File: src/sv/rvt_pkg.sv
// Shared types and constants of the voxel traversal block.
// No dependencies.
`timescale 1ns / 1ps

package rvt_pkg;

  localparam int COORD_W = 32;
  localparam int TAG_W   = 24;
  localparam int VOX_W   = 12;
  localparam int IN_W    = 6 * COORD_W + TAG_W;
  localparam int OUT_W   = 64;
  localparam int ADDR_W  = 4;

  // Register indexes (byte address is 4 * index)
  localparam logic [1:0] REG_BOX_MIN_X = 2'd0;
  localparam logic [1:0] REG_BOX_MIN_Y = 2'd1;
  localparam logic [1:0] REG_BOX_MIN_Z = 2'd2;
  localparam logic [1:0] REG_INV_WIDTH = 2'd3;
  localparam logic [31:0] INV_WIDTH_RESET = 32'd262144;

  // Sequencer step counts
  localparam logic [3:0] CONV_LAST  = 4'd5;  // six point conversions
  localparam logic [3:0] SQ_STEPS   = 4'd3;  // three squares for the length
  localparam logic [3:0] SETUP_LAST = 4'd8;  // plus six cross products

  localparam logic [1:0] AXIS_X = 2'd0;
  localparam logic [1:0] AXIS_Y = 2'd1;
  localparam logic [1:0] AXIS_Z = 2'd2;

  // Cross products P[j] = num[PAIR_A[j]] * dmag[PAIR_B[j]]
  localparam logic [1:0] PAIR_A [6] = '{AXIS_X, AXIS_Y, AXIS_X, AXIS_Z, AXIS_Y, AXIS_Z};
  localparam logic [1:0] PAIR_B [6] = '{AXIS_Y, AXIS_X, AXIS_Z, AXIS_X, AXIS_Z, AXIS_Y};

  typedef enum logic [2:0] {
    ST_IDLE,
    ST_CONV,
    ST_PREP,
    ST_SETUP,
    ST_WALK
  } state_t;

  typedef struct packed {
    logic       load;
    logic       conv;
    logic       prep;
    logic       setup;
    logic       step;
    logic [3:0] k;
  } cmd_t;

  typedef struct packed {
    logic out_valid;
    logic last_now;
  } sts_t;

endpackage

File: src/sv/rvt_ctrl.sv
// Sequencer of the voxel traversal: load, convert, prepare, set up, walk.
// Depends on rvt_pkg.
`timescale 1ns / 1ps

module rvt_ctrl (
  input  logic          clk,
  input  logic          rst_n,
  input  logic          in_tvalid,
  output logic          in_tready,
  input  logic          out_tready,
  input  rvt_pkg::sts_t sts,
  output rvt_pkg::cmd_t cmd
);

  rvt_pkg::state_t state_r, state_nxt;
  logic [3:0]      cnt_r, cnt_nxt;

  always_ff @(posedge clk) begin
    if (!rst_n) begin
      state_r <= rvt_pkg::ST_IDLE;
      cnt_r   <= '0;
    end else begin
      state_r <= state_nxt;
      cnt_r   <= cnt_nxt;
    end
  end

  always_comb begin
    state_nxt = state_r;
    cnt_nxt   = cnt_r;
    in_tready = 1'b0;
    cmd       = '0;
    cmd.k     = cnt_r;
    case (state_r)
      rvt_pkg::ST_IDLE: begin
        in_tready = 1'b1;
        if (in_tvalid) begin
          cmd.load  = 1'b1;
          cnt_nxt   = '0;
          state_nxt = rvt_pkg::ST_CONV;
        end
      end
      rvt_pkg::ST_CONV: begin
        cmd.conv = 1'b1;
        cnt_nxt  = cnt_r + 4'd1;
        if (cnt_r == rvt_pkg::CONV_LAST) begin
          cnt_nxt   = '0;
          state_nxt = rvt_pkg::ST_PREP;
        end
      end
      rvt_pkg::ST_PREP: begin
        cmd.prep  = 1'b1;
        state_nxt = rvt_pkg::ST_SETUP;
      end
      rvt_pkg::ST_SETUP: begin
        cmd.setup = 1'b1;
        cnt_nxt   = cnt_r + 4'd1;
        if (cnt_r == rvt_pkg::SETUP_LAST) begin
          cnt_nxt   = '0;
          state_nxt = rvt_pkg::ST_WALK;
        end
      end
      rvt_pkg::ST_WALK: begin
        // advance only when the output register is free or being drained
        cmd.step = !sts.out_valid || out_tready;
        if (cmd.step && sts.last_now) begin
          state_nxt = rvt_pkg::ST_IDLE;
        end
      end
      default: begin
        state_nxt = rvt_pkg::ST_IDLE;
      end
    endcase
  end

endmodule

File: config.mk
export PLATFORM = sky130hd
export DESIGN_NAME = rvt_ctrl
export DESIGN_NICKNAME = d
export VERILOG_FILES = /design/src/sv/rvt_pkg.sv /design/src/sv/rvt_ctrl.sv
export SDC_FILE = /design/constraint.sdc
export NUM_CORES = 1
export LEC_CHECK = 0
export BUFFER_PORTS_ARGS = -buffer_cell sky130_fd_sc_hd__buf_4
export CAP_MARGIN = 20
export CORE_AREA = 3 3 40 42
export CTS_BUF_LIST = sky130_fd_sc_hd__clkbuf_8
export CTS_CLUSTER_SIZE = 12
export DETAILED_ROUTE_END_ITERATION = 7
export DIE_AREA = 0 0 43 45
export HOLD_SLACK_MARGIN = 0.03
export PLACE_DENSITY = 0.68
export SYNTH_ARGS = -nofsm -noshare
export SYNTH_HDL_FRONTEND = slang
export SYNTH_SLANG_ARGS = --single-unit
File: constraint.sdc
create_clock -name clk -period 1.35 [get_ports clk]
set_input_delay 0.2025 -clock clk [delete_from_list [all_inputs] [get_ports clk]]
set_output_delay 0.2025 -clock clk [all_outputs]
set_load 0.02 [all_outputs]
== Word-level counts from Yosys, hierarchy flattened ==
Index checks and enable logic that the tools add are counted.
W data, S select, Z words.
Storage, ports and cells
  bits in registers: 7
  input port bits: 6
Operators by class
  $add $sub $neg: 1
  equal/unequal tests: 10
  muxes and demuxes: 16
  reduce and logical (&&, ||, !) cells: 7
Operators by type and width (number)
  $pmux W3 S5: 1
  $mux W3: 4
  $mux W4: 3
  $pmux W4 S3: 1
  $ne A2 B2 Y1 const B: 4
  $mux W1: 7
  $eq A3 B2 Y1 const B: 2
  $add A4 B1 Y4 const B: 1
  $eq A4 B3 Y1 const B: 1
  $eq A4 B4 Y1 const B: 1
  $reduce_and A4 Y1: 1
  $eq A3 B1 Y1 const B: 1
  $eq A3 B3 Y1 const B: 1
  $logic_not A3 Y1: 1
  $reduce_bool A3 Y1: 1
  $reduce_and A2 Y1: 1
  $logic_and A1 B1 Y1: 1
  $logic_not A1 Y1: 1
  $logic_or A1 B1 Y1: 1

== Depth between registers and ports, before layout ==
  depth in word-level cells: 5
  gate-level depth with buffers: 6
  depth with buffers taken out: 6

== Least setup slack after synthesis ==
Ideal clock, no wire load.
  path kind: flip-flop to flip-flop
  start point: register cnt_r[0]
  end point: register state_r[0]
  setup time: 0.122 ns
  data arrival time: 1.486 ns
  required time: 1.228 ns
  path slack: -0.257 ns
  cell stages (with the launch flop): 6
  path buffers: 0
  period minus slack after synthesis: 1.607 ns
  cells stage by stage: dfxtp_1 ha_1 nor4bb_4 nor3_2 a211o_1 o311a_1
On the way
  word-level cells in the longest chain between the ends: 3
RTL lines
  from (decl): RTL line rvt_ctrl.sv:16  | logic [3:0] cnt_r, cnt_nxt;
  from (signal assigned): RTL line rvt_ctrl.sv:24  | cnt_r <= cnt_nxt;
  $eq A4 B4 Y1 / $eq A4 B3 Y1 (equally long branches): RTL line rvt_ctrl.sv:58, rvt_ctrl.sv:46
  $ne A2 B2 Y1 (no line)
  $reduce_and A4 Y1 (no line) (*)
  to (signal assigned): RTL line rvt_ctrl.sv:20  | state_r <= rvt_pkg::ST_IDLE;
  to (signal assigned): RTL line rvt_ctrl.sv:23  | state_r <= state_nxt;
  to (decl): RTL line rvt_ctrl.sv:15  | rvt_pkg::state_t state_r, state_nxt;
Every way passes the cells marked *; elsewhere a longest branch is shown, timed or not.
A chain may end at the register's enable or synchronous reset.

== Worst setup path after layout ==
  start point: register cnt_r[0]
  end point: register cnt_r[2]
On the way
  word-level cells in the longest chain between the ends: 3
RTL lines
  $add A4 B1 Y4 (tied with other cells): RTL line rvt_ctrl.sv:45, rvt_ctrl.sv:57
  $mux W4 (on tied branches): RTL line rvt_ctrl.sv:58, rvt_ctrl.sv:46
  $pmux W4 S3 (*): RTL line rvt_ctrl.sv:34  | case (state_r)
Marked as above.

==> impl_table.tex <==
\begin{tabular}{lr}
\hline
Metric & Value \\
\hline
\multicolumn{2}{l}{\textbf{Timing}} \\
\quad Final worst-path setup slack & -0.0625 ns \\
\quad Slew at the pin closest to its max-slew limit & between 0.2 and 0.3 ns \\
\quad Final worst path period share & 1.05 \\
\quad Number of endpoints with negative hold slack in the final report & 0 \\
\quad Setup repair after global routing missed its margin & yes \\
\quad Slew Viols, Final & 0 \\
\quad Remaining max-slew budget at the tightest pin & 0.807 \\
\quad Setup-failing EPs final & 5 \\
\quad Clock skew & 0.00156 ns \\
\quad Final critical-path required period & about 1.4 ns \\
\quad Achievable frequency & approximately 0.71 GHz \\
\multicolumn{2}{l}{\textbf{Layout}} \\
\quad Most common cell after layout, fill and taps aside & buf\_4 \\
\quad Most frequent cells in the layout & buf\_4, nand2\_1, o21ai\_1, buf\_6 \\
\quad ANT cells & 0 \\
\quad Number of filler cells placed in the layout & between 90 and 100 \\
\quad Area growth from synthesis to layout & 78.5\% \\
\quad Total number of nets in the final design & roughly 110 \\
\quad Layout Cells excl Fill & 110 \\
\quad Fraction of layout cells with a size suffix above 1 & 0.568 \\
\multicolumn{2}{l}{\textbf{Status}} \\
\quad Violations in the final reports & setup timing \\
\quad Run status & complete, but fails checks \\
\multicolumn{2}{l}{\textbf{Yosys}} \\
\quad Total number of yosys warnings & 0 \\
\quad Synthesis-stage register bit count & 7 \\
\quad Post-synthesis cell type count & 27 \\
\quad Syn Area/Cell & 7.72 um2 \\
\quad Post-synthesis instance area & just under 500 um2 \\
\quad Synthesized Nets & 73 \\
\quad Proportion of synthesized chip area in sequential cells & 0.284 \\
\quad Instance count of the mapped netlist & 64 \\
\multicolumn{2}{l}{\textbf{Power}} \\
\quad Power per Cell Area & $\sim$760 mW/mm2 \\
\quad Worst IR Drop VDD & between 0.5 and 0.6 mV \\
\quad LEAKAGE & 0.379 nW \\
\quad Total power after layout & 0.000668 W \\
\multicolumn{2}{l}{\textbf{Critical path}} \\
\quad Category of the most critical setup path & reg2reg \\
\quad Biggest fanout along the worst timing path & 4 \\
\quad Data arrival at the endpoint of the critical path & about 1.6 ns \\
\quad Reg2reg end & cnt\_r[2]\$\_SDFFE\_PN0P\_ \\
\quad Depth of the worst register-to-register path & 6 \\
\quad Data required time at the worst endpoint & $\sim$1.5 ns \\
\quad Worst-case register-to-register setup slack & -0.06 ns \\
\quad Endpoint kind of the worst setup timing path & register \\
\quad Source of the worst register-to-register timing path & cnt\_r[0]\$\_SDFFE\_PN0P\_ \\
\quad CP startpoint kind & register \\
\multicolumn{2}{l}{\textbf{Global route}} \\
\quad Number of antenna violations at the first check in global routing & 0 \\
\quad Maximum number of pins on one net before global-route repair & 12 \\
\quad Number of global-route vias before repair & around 530 \\
\quad Final global-route overflow total & 0 \\
\quad Wire length of the first global-routing pass & between 2000 and 2500 um \\
\quad Global-route usage over all layers & 0.168 \\
\multicolumn{2}{l}{\textbf{Placement}} \\
\quad Weighted congestion reported at the end of routability-driven placement & slightly below 0.8 \\
\quad Number of port buffers & 15 \\
\quad Number of placed cells counting well taps & roughly 100 \\
\quad Detailed placement HPWL & approximately 1000 um \\
\multicolumn{2}{l}{\textbf{Routing}} \\
\quad Length of the first detailed-routing pass in iterations & 4 \\
\quad Routed length per instance & approximately 16 um \\
\quad Avg Vias per Cell & around 5.4 \\
\quad Remaining antenna violation count after routing & 0 \\
\quad Overall via count from detail\_route & about 590 \\
\quad Total length of routed wires & $\sim$1700 um \\
\quad Number of DRC markers in iteration 0 & 18 \\
\quad Detailed-route DRC error count & 0 \\
\multicolumn{2}{l}{\textbf{Hold path}} \\
\quad Min-Delay Endpoint & state\_r[0]\$\_SDFFE\_PN0P\_ \\
\quad Min-delay src & rst\_n \\
\quad Depth of the worst hold-timing path & 2 \\
\quad Worst hold path class & in2reg \\
\multicolumn{2}{l}{\textbf{Floorplanning}} \\
\quad Core area & approximately 0.0013 mm2 \\
\quad Starting density of the core & 0.385 \\
\quad Number of top-level design ports & 16 \\
\quad Floorplan die area & a little under 0.002 mm2 \\
\quad Std-Cell Rows & 13 \\
\quad Die Span X & around 43 um \\
\quad Height of the chip & 45 um \\
\multicolumn{2}{l}{\textbf{CTS}} \\
\quad CTS Root Cell & clkbuf\_8 \\
\quad Clock tree from TritonCTS & yes \\
\quad Level count of the clock H-tree & 1 \\
\quad Clk sink count & 7 \\
\quad Clock-pin slew reported for the worst setup and hold paths after clock tree synthesis & around 0.040 ns \\
\quad Worst skew pair latency & approximately 0.23 ns \\
\quad Maximum clock insertion buffer count & 2 \\
\quad Hold-fix buffers at CTS & 0 \\
\quad CTS Buf Count & 3 \\
\multicolumn{2}{l}{\textbf{Job}} \\
\quad Max-cap violations & 0 \\
\hline
\end{tabular}
## Yosys cell counts
cell	count	area, um2
nand2_1	10	37.5
dfxtp_1	7	140
nor2_1	6	22.5
nand2b_1	4	25.0
and2_1	3	18.8
ha_1	3	37.5
inv_1	3	11.3
nor2b_1	3	18.8
o21ai_0	3	15.0
o21ai_1	3	15.0
a21oi_1	2	10.0
clkbuf_1	2	7.51
a211o_1	1	8.76
a311oi_1	1	8.76
a32oi_1	1	8.76
and3_1	1	6.26
and3b_1	1	8.76
and4b_1	1	10.0
buf_2	1	5.00
nand3_1	1	5.00
nand4b_1	1	8.76
nor3_1	1	5.00
nor3_2	1	10.0
nor4_1	1	6.26
nor4bb_4	1	25.0
o311a_1	1	10.0
o32ai_1	1	8.76
## worst max path at each step
stage / startpoint / endpoint / slack (ns) / depth (start not counted)
3_5_place_dp: cnt_r[1]$_SDFFE_PN0P_ / state_r[0]$_SDFFE_PN0P_ / -0.08 / 6
2_1_floorplan: cnt_r[1]$_SDFFE_PN0P_ / state_r[0]$_SDFFE_PN0P_ / -0.03 / 6
5_1_grt: cnt_r[0]$_SDFFE_PN0P_ / cnt_r[2]$_SDFFE_PN0P_ / -0.13 / 6
3_3_place_gp: cnt_r[1]$_SDFFE_PN0P_ / state_r[0]$_SDFFE_PN0P_ / -0.09 / 6
6_report: cnt_r[0]$_SDFFE_PN0P_ / cnt_r[2]$_SDFFE_PN0P_ / -0.06 / 6
4_1_cts: state_r[0]$_SDFFE_PN0P_ / cmd[4] / -0.02 / 4
## state kept, by name, indices dropped and copies added (netlist names)
name,flops
state_r,3
cnt_r,4
## per-layer routing
metal | track usage | part of all wire
met1 | 0.184 | 0.44
met2 | 0.299 | 0.51
met3 | 0.0757 | 0.050
met4 | 0.0361 | 0.0040
met5 | 0 | 0
## logic make-up after synthesis
kind of cell | share of synthesized area
simple gates | 0.420
compound gates | 0.172
buf+inv | 0.0481
fa+ha+maj | 0.0760
flops | 0.284
## timing repair
item                       in CTS  in global routing
setup buffers                   1                  3
gates cloned                    0                  1
setup endpoints to repair       6                 11
pin swaps                       3                  5
resized for setup              15                 15
## worst max-delay path: stages, from the launching register on
cell and delay, ns:
dfxtp_4 0.37, inv_4 0.04, ha_4 0.15, and4b_1 0.21, nor3_2 0.22, nand2_2 0.14
o32ai_2 0.20
## cell type report
cell class	instances	area (um2)	area share
clock buffer	3	41.3	0.0468
clock inverter	1	3.75	0.00426
inverter	3	16.3	0.0184
multi-input combinational	51	407	0.461
sequential	7	154	0.174
tap	15	18.8	0.0213
timing repair buffer	30	241	0.274
## power breakdown
part,internal (W),switching [W],total (W),leakage [nW]
Combinational,0.0000780,0.0000756,0.000154,0.292
Clock,0.000197,0.0000952,0.000292,0.0269
Sequential,0.000211,0.0000114,0.000223,0.0599
Total,0.000486,0.000182,0.000668,0.379
## per-stage QoR
stage	setup slack, ns	TNS, ns	hold WS [ns]	cell area [um2]	util
floorplan	-0.0290	-0.0395	0.331	508	-
global route	-0.131	-0.645	0.266	882	0.686
detailed placement	-0.0770	-0.108	0.508	702	0.546
global placement	-0.0945	-0.0997	0.504	702	0.546
finish	-0.0625	-0.150	0.265	882	0.686
CTS	-0.0169	-0.0333	0.256	806	0.627
(Power assumes the default switching activity.)
